$ cat config.mk
export PLATFORM = sky130hd
export DESIGN_NAME = brs_front
export DESIGN_NICKNAME = d
export VERILOG_FILES = /design/src/rtl/brs_pkg.sv /design/src/rtl/brs_front.sv
export SDC_FILE = /design/constraint.sdc
export NUM_CORES = 1
export LEC_CHECK = 0
export BUFFER_PORTS_ARGS = -buffer_cell sky130_fd_sc_hd__buf_4
export CORE_MARGIN = 2
export CORE_UTILIZATION = 35
export CTS_CLUSTER_SIZE = 16
export DETAILED_ROUTE_END_ITERATION = 7
export GPL_TIMING_DRIVEN = 0
export PLACE_DENSITY = 0.58
export SLEW_MARGIN = 20
export SYNTH_ARGS = -nofsm -noshare
export SYNTH_HDL_FRONTEND = slang
export SYNTH_SLANG_ARGS = --single-unit
$ cat constraint.sdc
create_clock -name aclk -period 7.65 [get_ports aclk]
set_input_delay 1.53 -clock aclk [delete_from_list [all_inputs] [get_ports aclk]]
set_output_delay 1.53 -clock aclk [all_outputs]
set_load 0.02 [all_outputs]
$ cat src/rtl/brs_pkg.sv
package brs_pkg;
    localparam int StoreBytesDefault   = 65536;
    localparam int FractionBitsDefault = 16;

    typedef enum logic [1:0] {
        MODE_WRITE = 2'd0,
        MODE_START = 2'd1,
        MODE_NEXT  = 2'd2,
        MODE_NONE  = 2'd3
    } mode_t;

    localparam logic [2:0] REG_WIDTH  = 3'd0;
    localparam logic [2:0] REG_HEIGHT = 3'd1;
    localparam logic [2:0] REG_STRIDE = 3'd2;
    localparam logic [2:0] REG_BPP    = 3'd3;
    localparam logic [2:0] REG_STEPX  = 3'd4;
    localparam logic [2:0] REG_STEPY  = 3'd5;

    // sample command from front to back: clamped point split into cell and fraction
    typedef struct packed {
        logic [12:0] x0;
        logic [12:0] y0;
        logic        xi;
        logic        yi;
        logic [15:0] fx;
        logic [15:0] fy;
    } cmd_t;
endpackage

$ cat src/rtl/brs_front.sv
module brs_front #(
    parameter int FRACTION_BITS = brs_pkg::FractionBitsDefault
) (
    input  logic               aclk,
    input  logic               aresetn,
    input  logic               in_valid,
    output logic               in_ready,
    input  logic [1:0]         in_mode,
    input  logic [31:0]        in_x,
    input  logic [31:0]        in_y,
    input  logic [12:0]        image_width,
    input  logic [12:0]        image_height,
    input  logic [31:0]        step_x,
    input  logic [31:0]        step_y,
    output logic               q_valid,
    input  logic               q_ready,
    output brs_pkg::cmd_t      q_cmd
);
    logic [31:0] cur_x_reg, cur_y_reg;
    logic [31:0] px, py;
    logic [1:0]  cnt_reg;
    brs_pkg::cmd_t buf_reg [2];
    logic        wr_reg, rd_reg;
    logic        sample;
    brs_pkg::cmd_t cmd;

    function automatic logic [31:0] clampc(input logic [31:0] v, input logic [12:0] sz);
        logic [44:0] hi;
        hi = 45'(sz == 13'd0 ? 13'd0 : sz - 13'd1) << FRACTION_BITS;
        if (v[31]) return 32'd0;
        if (45'(v) > hi) return hi[31:0];
        return v;
    endfunction

    assign sample = in_valid && in_ready &&
        (in_mode == brs_pkg::MODE_START || in_mode == brs_pkg::MODE_NEXT);
    assign in_ready = cnt_reg != 2'd2;
    assign px = in_mode == brs_pkg::MODE_START ? in_x : cur_x_reg;
    assign py = in_mode == brs_pkg::MODE_START ? in_y : cur_y_reg;

    always_comb begin
        logic [31:0] cx, cy;
        cx = clampc(px, image_width);
        cy = clampc(py, image_height);
        cmd.x0 = 13'(cx >> FRACTION_BITS);
        cmd.y0 = 13'(cy >> FRACTION_BITS);
        cmd.fx = 16'(cx[FRACTION_BITS-1:0]);
        cmd.fy = 16'(cy[FRACTION_BITS-1:0]);
        cmd.xi = cx[FRACTION_BITS-1:0] != '0;
        cmd.yi = cy[FRACTION_BITS-1:0] != '0;
    end

    assign q_valid = cnt_reg != 2'd0;
    assign q_cmd = buf_reg[rd_reg];

    always_ff @(posedge aclk) begin
        if (!aresetn) begin
            cur_x_reg <= '0;
            cur_y_reg <= '0;
            cnt_reg   <= '0;
            wr_reg    <= 1'b0;
            rd_reg    <= 1'b0;
        end else begin
            if (sample) begin
                cur_x_reg <= px + step_x;
                cur_y_reg <= py + step_y;
                buf_reg[wr_reg] <= cmd;
                wr_reg <= ~wr_reg;
            end
            if (q_valid && q_ready) rd_reg <= ~rd_reg;
            cnt_reg <= cnt_reg + 2'(sample) - 2'(q_valid && q_ready);
        end
    end
endmodule

* After elaboration in Yosys (flattened, before gate mapping)
Memory sizes are Yosys's and may differ from the RTL's. A register that Yosys moved wholly into a read port is not among the register bits. Index checks and enable logic that the tools add are counted.
Storage, ports and cells: flip-flop bits (word level) 68, RAM bits 120, bits of input ports 160, output and inout bits 62, memories kept 1
Operators by class: add/sub/neg operators 6, order comparisons 2, equal/unequal tests 3, mux-type cells 23, bitwise operators 2, reduce and logical (&&, ||, !) cells 9
Memory list:
- buf_reg | words 2, bits a word 60, read ports 1, clocked after Yosys merged registers in 1, wr ports 1, RTL line brs_front.sv:22 | brs_pkg::cmd_t buf_reg [2];
Operators by type and width (number):
- $mux W29 | 10
- $gt A32 B45 Y1 | 2
- $add A32 B32 Y32 | 2
- $mux W32 | 2
- $reduce_bool A16 Y1 | 2
- $sub A13 B1 Y14 const B | 2
- $logic_not A13 Y1 | 2
- $mux W1 | 11
- $logic_and A1 B1 Y1 | 3
- $add A2 B1 Y2 | 1
- $eq A2 B1 Y1 const B | 1
- $eq A2 B2 Y1 const B | 1
- $ne A2 B2 Y1 const B | 1
- $not A1 Y1 | 2
- $reduce_bool A2 Y1 | 1
- $sub A2 B1 Y2 | 1
- $logic_or A1 B1 Y1 | 1

* Depth between registers and ports, before layout
depth in word-level cells 8, gate-level depth with buffers 21, gate-level depth less buffers 18

* Least setup slack after synthesis
OpenSTA, ideal clock, no wires.
kind in2reg, start input port in_mode[1], end memory buf_reg[0][0] in the netlist's numbering (enable), library setup time 0.478 ns, data arrival time 5.167 ns, data required time 7.172 ns, path slack 2.005 ns, stages 7, path through inv_1 > ha_1 > and3b_1 > clkbuf_1 > clkbuf_1 > nand2_1 > nor2_1
Between the ends: cells in the longest elaborated chain, start to end 6
RTL lines:
- from (decl) | RTL line brs_front.sv:8 | input logic [1:0] in_mode,
- $eq A2 B1 Y1 or $eq A2 B2 Y1 (tied branches) | RTL line brs_front.sv:36 | (in_mode == brs_pkg::MODE_START || in_mode == brs_pkg::MODE_NEXT);
- $logic_or A1 B1 Y1 * | RTL line brs_front.sv:36
- $logic_and A1 B1 Y1 * | RTL line brs_front.sv:35 | assign sample = in_valid && in_ready &&
- $mux W1 * | RTL line brs_front.sv:64 | if (sample) begin
- $mux W1 * | RTL line brs_front.sv:57 | if (!aresetn) begin
- $mux W1 (implied by the code) * | RTL line brs_front.sv:67 | buf_reg[wr_reg] <= cmd;
- to (decl) | RTL line brs_front.sv:22
Every way passes the cells marked *; elsewhere a longest branch is shown, timed or not.

* Worst setup path after layout
start input port in_mode[1], end register cur_y_reg[30]
Between the ends: cells in the longest elaborated chain, start to end 3
RTL lines:
- $eq A2 B1 Y1 or $eq A2 B2 Y1 (tied branches) | RTL line brs_front.sv:36, brs_front.sv:39
- $mux W32 or $logic_or A1 B1 Y1 (tied branches) | RTL line brs_front.sv:39, brs_front.sv:36
- $add A32 B32 Y32 or $logic_and A1 B1 Y1 (tied branches) | RTL line brs_front.sv:66, brs_front.sv:35
- to (signal assigned) | RTL line brs_front.sv:66 | cur_y_reg <= py + step_y;
- to (decl) | RTL line brs_front.sv:19 | logic [31:0] cur_x_reg, cur_y_reg;
Parallel ways exist; a longest one is shown, timed or not. A chain may end at the register's enable or synchronous reset.

==> flow_summary.toml <==
[sta]
period_share = 0.915
hold_slack_ns = 0.451
final_max_slew_viol_count = 0
worst_pin_slew_ns = 0.991
fmaxAchievable_mhz = 143
final_hold_viol_count = 0
finClkSkew_ns = 0.00942
finalSetupTns_ns = 0
grt_setup_unrepaired = "false"
postLayoutSetupSlackWorst_ns = 0.650
final-setup-viol-count = 0
timing.final.crit_period_ns = 7.00
timing.slew.headroom = 0.334

[setup_path]
r2r_cells = 13
worst_path_max_delay_cell = "sky130_fd_sc_hd__clkbuf_1"
kind_of_capture_point_of_the_worst_setup_path = "flip-flop"
destination_of_the_worst_register_to_register_timing_path = "cur_y_reg[30]$_SDFFE_PN0P_"
critical_path.endpoint = "cur_y_reg[30]$_SDFFE_PN0P_"
cp_startpoint_kind = "primary input"
timing.rr.start = "cur_y_reg[0]$_SDFFE_PN0P_"
setup.worst_path.class = "in2reg"
worst-path-max-fanout = 10
critPathRequiredTime_ns = 7.96
crit_chain = "buf_4 -> inv_1 -> ha_1 -> buf_6 -> buf_4 -> buf_2 -> clkbuf_1 -> clkbuf_1 -> mux2_2 -> ha_1 -> a2111oi_0 -> a221o_1 -> o211ai_1 -> a31oi_1 -> o21ai_0 -> a221oi_1 -> o221ai_1"
worst-r2r-setup-slack_ns = 3.94
cpPeakStageDelay_ns = 0.76
critical_path_start = "in_mode[1]"
worstPathArrival_ns = 7.31

[final_layout]
antenna_cells = 0
sequential_cell_area_um2 = 4980
finish.net_count = 1803
final_cell_count_without_fillers = 2014
num-fill-cells = 3486
largest_register_ff_count = 120
final_design_area_no_fill_um2 = 15400
postLayoutCoreUtil = 0.435
flow.area_growth_from_synthesis_pct = 23.1
multi_input_area_um2 = 7080
post_route_cells_drive_above_1_share = 0.252

[synthesis]
postSynth.asyncResetShare = 0
synth_area_um2 = 12500
dominantRegCellSynth = "sky130_fd_sc_hd__edfxtp_1"
post_synth_num_cell_types = 62
yosysWarningCount = 0
postSynthCellCount = 1297
yosysSeqAreaShare = 0.399
synth_nets = 1560
yosys_register_bits = 189
post_syn_area_per_cell_um2 = 9.64
synth-edff-count = 120

[detailed_routing]
ant_nets = 0
via_per_inst = 5.23
dr_total_vias = 10500
drt_initial_violations = 679
avg_wl_per_cell_um = 19.3
post-route-drc-count = 0
wirelength_um = 38900
detailedRoute.firstPassIterationCount = 5

[global_route]
grt_use_total = 0.210
first_global_vias = 10400
grt_max_degree = 45
gr-total-overflow = 0
grt_pass1_wl_um = 58300
antenna_violations_before_repair = 1

[placed_design]
detailed_place.area_um2 = 14800
detailedPlacementHpwl_um = 30600
place_ws_ns = 0.277
place_congestion = 0.872
post_placement_cell_count = 1982
port_buffers = 221

[floorplanning]
chipHeight_um = 193
core.rowCount = 69
initial_utilization = 0.353
placeableCoreArea_um2 = 35400
fp.dieW_um = 193
dieArea_um2 = 37200
boundaryPins = 222

[power_and_ir_drop]
report.power.total_mw = 3.71
worst_ir_drop_vdd_uv = 174
power.density_cell_area_nw_per_um2 = 241
leakagePower_nw = 6.49

[clock_network]
max-clock-path-buffers = 2
clock_sinks = 189
tritoncts = "built"
clk_pin_slew_worst_paths_ns = 0.08
post_cts_hold_buffer_count = 0
clock_latency_ns = 0.46
cts_setup_buffers = 0
clock_tree.root_cell = "sky130_fd_sc_hd__clkbuf_16"
post_cts_resize_count = 0
cts_buffers = 17
ctsHtreeMaxLevel = 4

[job]
maxCapViolCount = 0

[run_status]
outcome = "complete, no violations"

[min_path]
hp-class = "reg2reg"
-- layout make-up --
class	count	share of cell area
Multi-Input combinational cell	1001	0.460
Timing Repair Buffer	224	0.112
Clock buffer	17	0.0276
Tap cell	461	0.0375
Inverter	53	0.0129
Buffer	54	0.0159
Clock inverter	15	0.00984
Sequential cell	189	0.324
-- placed cells by master, fill, tap and decap left out, types with 5 or more instances in the layout --
master and n:
sky130_fd_sc_hd__xnor2_1 40, sky130_fd_sc_hd__or4_1 6, sky130_fd_sc_hd__and2_1 5, sky130_fd_sc_hd__edfxtp_1 120, sky130_fd_sc_hd__a31oi_1 9, sky130_fd_sc_hd__o211ai_1 10
sky130_fd_sc_hd__inv_8 6, sky130_fd_sc_hd__mux2i_1 28, sky130_fd_sc_hd__nor2_1 89, sky130_fd_sc_hd__a21oi_1 119, sky130_fd_sc_hd__buf_4 222, sky130_fd_sc_hd__nor3_1 19
sky130_fd_sc_hd__a211oi_1 22, sky130_fd_sc_hd__buf_2 6, sky130_fd_sc_hd__nand2_1 138, sky130_fd_sc_hd__or3_1 13, sky130_fd_sc_hd__and3_1 13, sky130_fd_sc_hd__dfxtp_1 69
sky130_fd_sc_hd__o31ai_1 10, sky130_fd_sc_hd__o21bai_1 16, sky130_fd_sc_hd__o21a_1 9, sky130_fd_sc_hd__ha_1 101, sky130_fd_sc_hd__o21ai_0 46, sky130_fd_sc_hd__nand4_1 28
sky130_fd_sc_hd__nand3_1 32, sky130_fd_sc_hd__nor4_1 5, sky130_fd_sc_hd__or2_2 20, sky130_fd_sc_hd__nand2b_1 14, sky130_fd_sc_hd__mux2_2 98, sky130_fd_sc_hd__clkbuf_16 17
sky130_fd_sc_hd__buf_1 9, sky130_fd_sc_hd__xor2_1 23, sky130_fd_sc_hd__a21o_1 35, sky130_fd_sc_hd__nor2b_1 10, sky130_fd_sc_hd__inv_1 51, sky130_fd_sc_hd__clkbuf_1 34
-- worst max-delay path: cells and delay by family --
family | cells | cell delay (ns)
compound gates | 7 | 2.57
buf+inv | 7 | 2.27
fa+ha+maj | 2 | 0.49
mux | 1 | 0.43
-- worst min path at each step --
stage          cells past startpoint                  startpoint  slack, ns                         end
6_report                           2  cur_y_reg[26]$_SDFFE_PN0P_       0.45  cur_y_reg[26]$_SDFFE_PN0P_
5_1_grt                            2   cur_x_reg[5]$_SDFFE_PN0P_       0.47   cur_x_reg[5]$_SDFFE_PN0P_
3_3_place_gp                       2  cur_x_reg[17]$_SDFFE_PN0P_       0.44  cur_x_reg[17]$_SDFFE_PN0P_
3_5_place_dp                       2  cur_x_reg[26]$_SDFFE_PN0P_       0.44  cur_x_reg[26]$_SDFFE_PN0P_
4_1_cts                            2   cur_x_reg[3]$_SDFFE_PN0P_       0.45   cur_x_reg[3]$_SDFFE_PN0P_
2_1_floorplan                      2  cur_x_reg[17]$_SDFFE_PN0P_       0.43  cur_x_reg[17]$_SDFFE_PN0P_
-- where the power goes --
part | internal (mW) | total (mW) | switching (mW)
clock | 0.435 | 0.887 | 0.451
combinational | 0.653 | 1.57 | 0.915
sequential | 1.22 | 1.26 | 0.0383
total | 2.31 | 3.71 | 1.40
-- cell families (layout without fill, tap and decap cells) --
group | count (synthesis) | count (layout) | synth area share
AO/OA/AOI/OAI | 308 | 308 | 0.154
XOR/XNOR | 63 | 63 | 0.0441
adder cells (fa/ha/maj) | 103 | 103 | 0.104
buffers and inverters | 107 | 363 | 0.0354
flip-flops | 189 | 189 | 0.399
multiplexers | 127 | 127 | 0.112
AND/OR/NAND/NOR | 400 | 400 | 0.151
-- metal layers --
layer | part of all wire | up-vias | routed length, um | GRT usage
li1 | - | 5246 | - | -
met3 | 0.036 | 39 | 1410 | 0.0248
met2 | 0.47 | 242 | 18300 | 0.352
met5 | 0 | - | 0 | 0
met4 | 0.019 | 0 | 742 | 0.0644
met1 | 0.47 | 5013 | 18400 | 0.283
-- synth_stat cells (5+ instances only) --
| cell type | instances | area (um^2) |
|---|---|---|
| sky130_fd_sc_hd__or3_1 | 13 | 81.3 |
| sky130_fd_sc_hd__buf_2 | 6 | 30.0 |
| sky130_fd_sc_hd__nor2_1 | 90 | 338 |
| sky130_fd_sc_hd__o21a_1 | 9 | 67.6 |
| sky130_fd_sc_hd__nand3_1 | 32 | 160 |
| sky130_fd_sc_hd__o211ai_1 | 10 | 75.1 |
| sky130_fd_sc_hd__nand2b_1 | 14 | 87.6 |
| sky130_fd_sc_hd__nand2_1 | 138 | 518 |
| sky130_fd_sc_hd__a211oi_1 | 22 | 165 |
| sky130_fd_sc_hd__a21o_1 | 35 | 263 |
| sky130_fd_sc_hd__nor4_1 | 5 | 31.3 |
| sky130_fd_sc_hd__clkbuf_1 | 34 | 128 |
| sky130_fd_sc_hd__edfxtp_1 | 120 | 3600 |
| sky130_fd_sc_hd__o21ai_0 | 46 | 230 |
| sky130_fd_sc_hd__inv_1 | 51 | 191 |
| sky130_fd_sc_hd__nand4_1 | 28 | 175 |
| sky130_fd_sc_hd__mux2_2 | 98 | 1100 |
| sky130_fd_sc_hd__or4_1 | 6 | 45.0 |
| sky130_fd_sc_hd__and2_1 | 5 | 31.3 |
| sky130_fd_sc_hd__or2_2 | 20 | 125 |
| sky130_fd_sc_hd__dfxtp_1 | 69 | 1380 |
| sky130_fd_sc_hd__a31oi_1 | 9 | 56.3 |
| sky130_fd_sc_hd__o21bai_1 | 16 | 120 |
| sky130_fd_sc_hd__xor2_1 | 23 | 201 |
| sky130_fd_sc_hd__mux2i_1 | 28 | 280 |
| sky130_fd_sc_hd__nor2b_1 | 10 | 62.6 |
| sky130_fd_sc_hd__buf_1 | 9 | 33.8 |
| sky130_fd_sc_hd__nor3_1 | 19 | 95.1 |
| sky130_fd_sc_hd__xnor2_1 | 40 | 350 |
| sky130_fd_sc_hd__a21oi_1 | 119 | 596 |
| sky130_fd_sc_hd__ha_1 | 101 | 1260 |
| sky130_fd_sc_hd__o31ai_1 | 10 | 75.1 |
| sky130_fd_sc_hd__and3_1 | 14 | 87.6 |
Note: power is estimated with default switching activity, not from simulation.
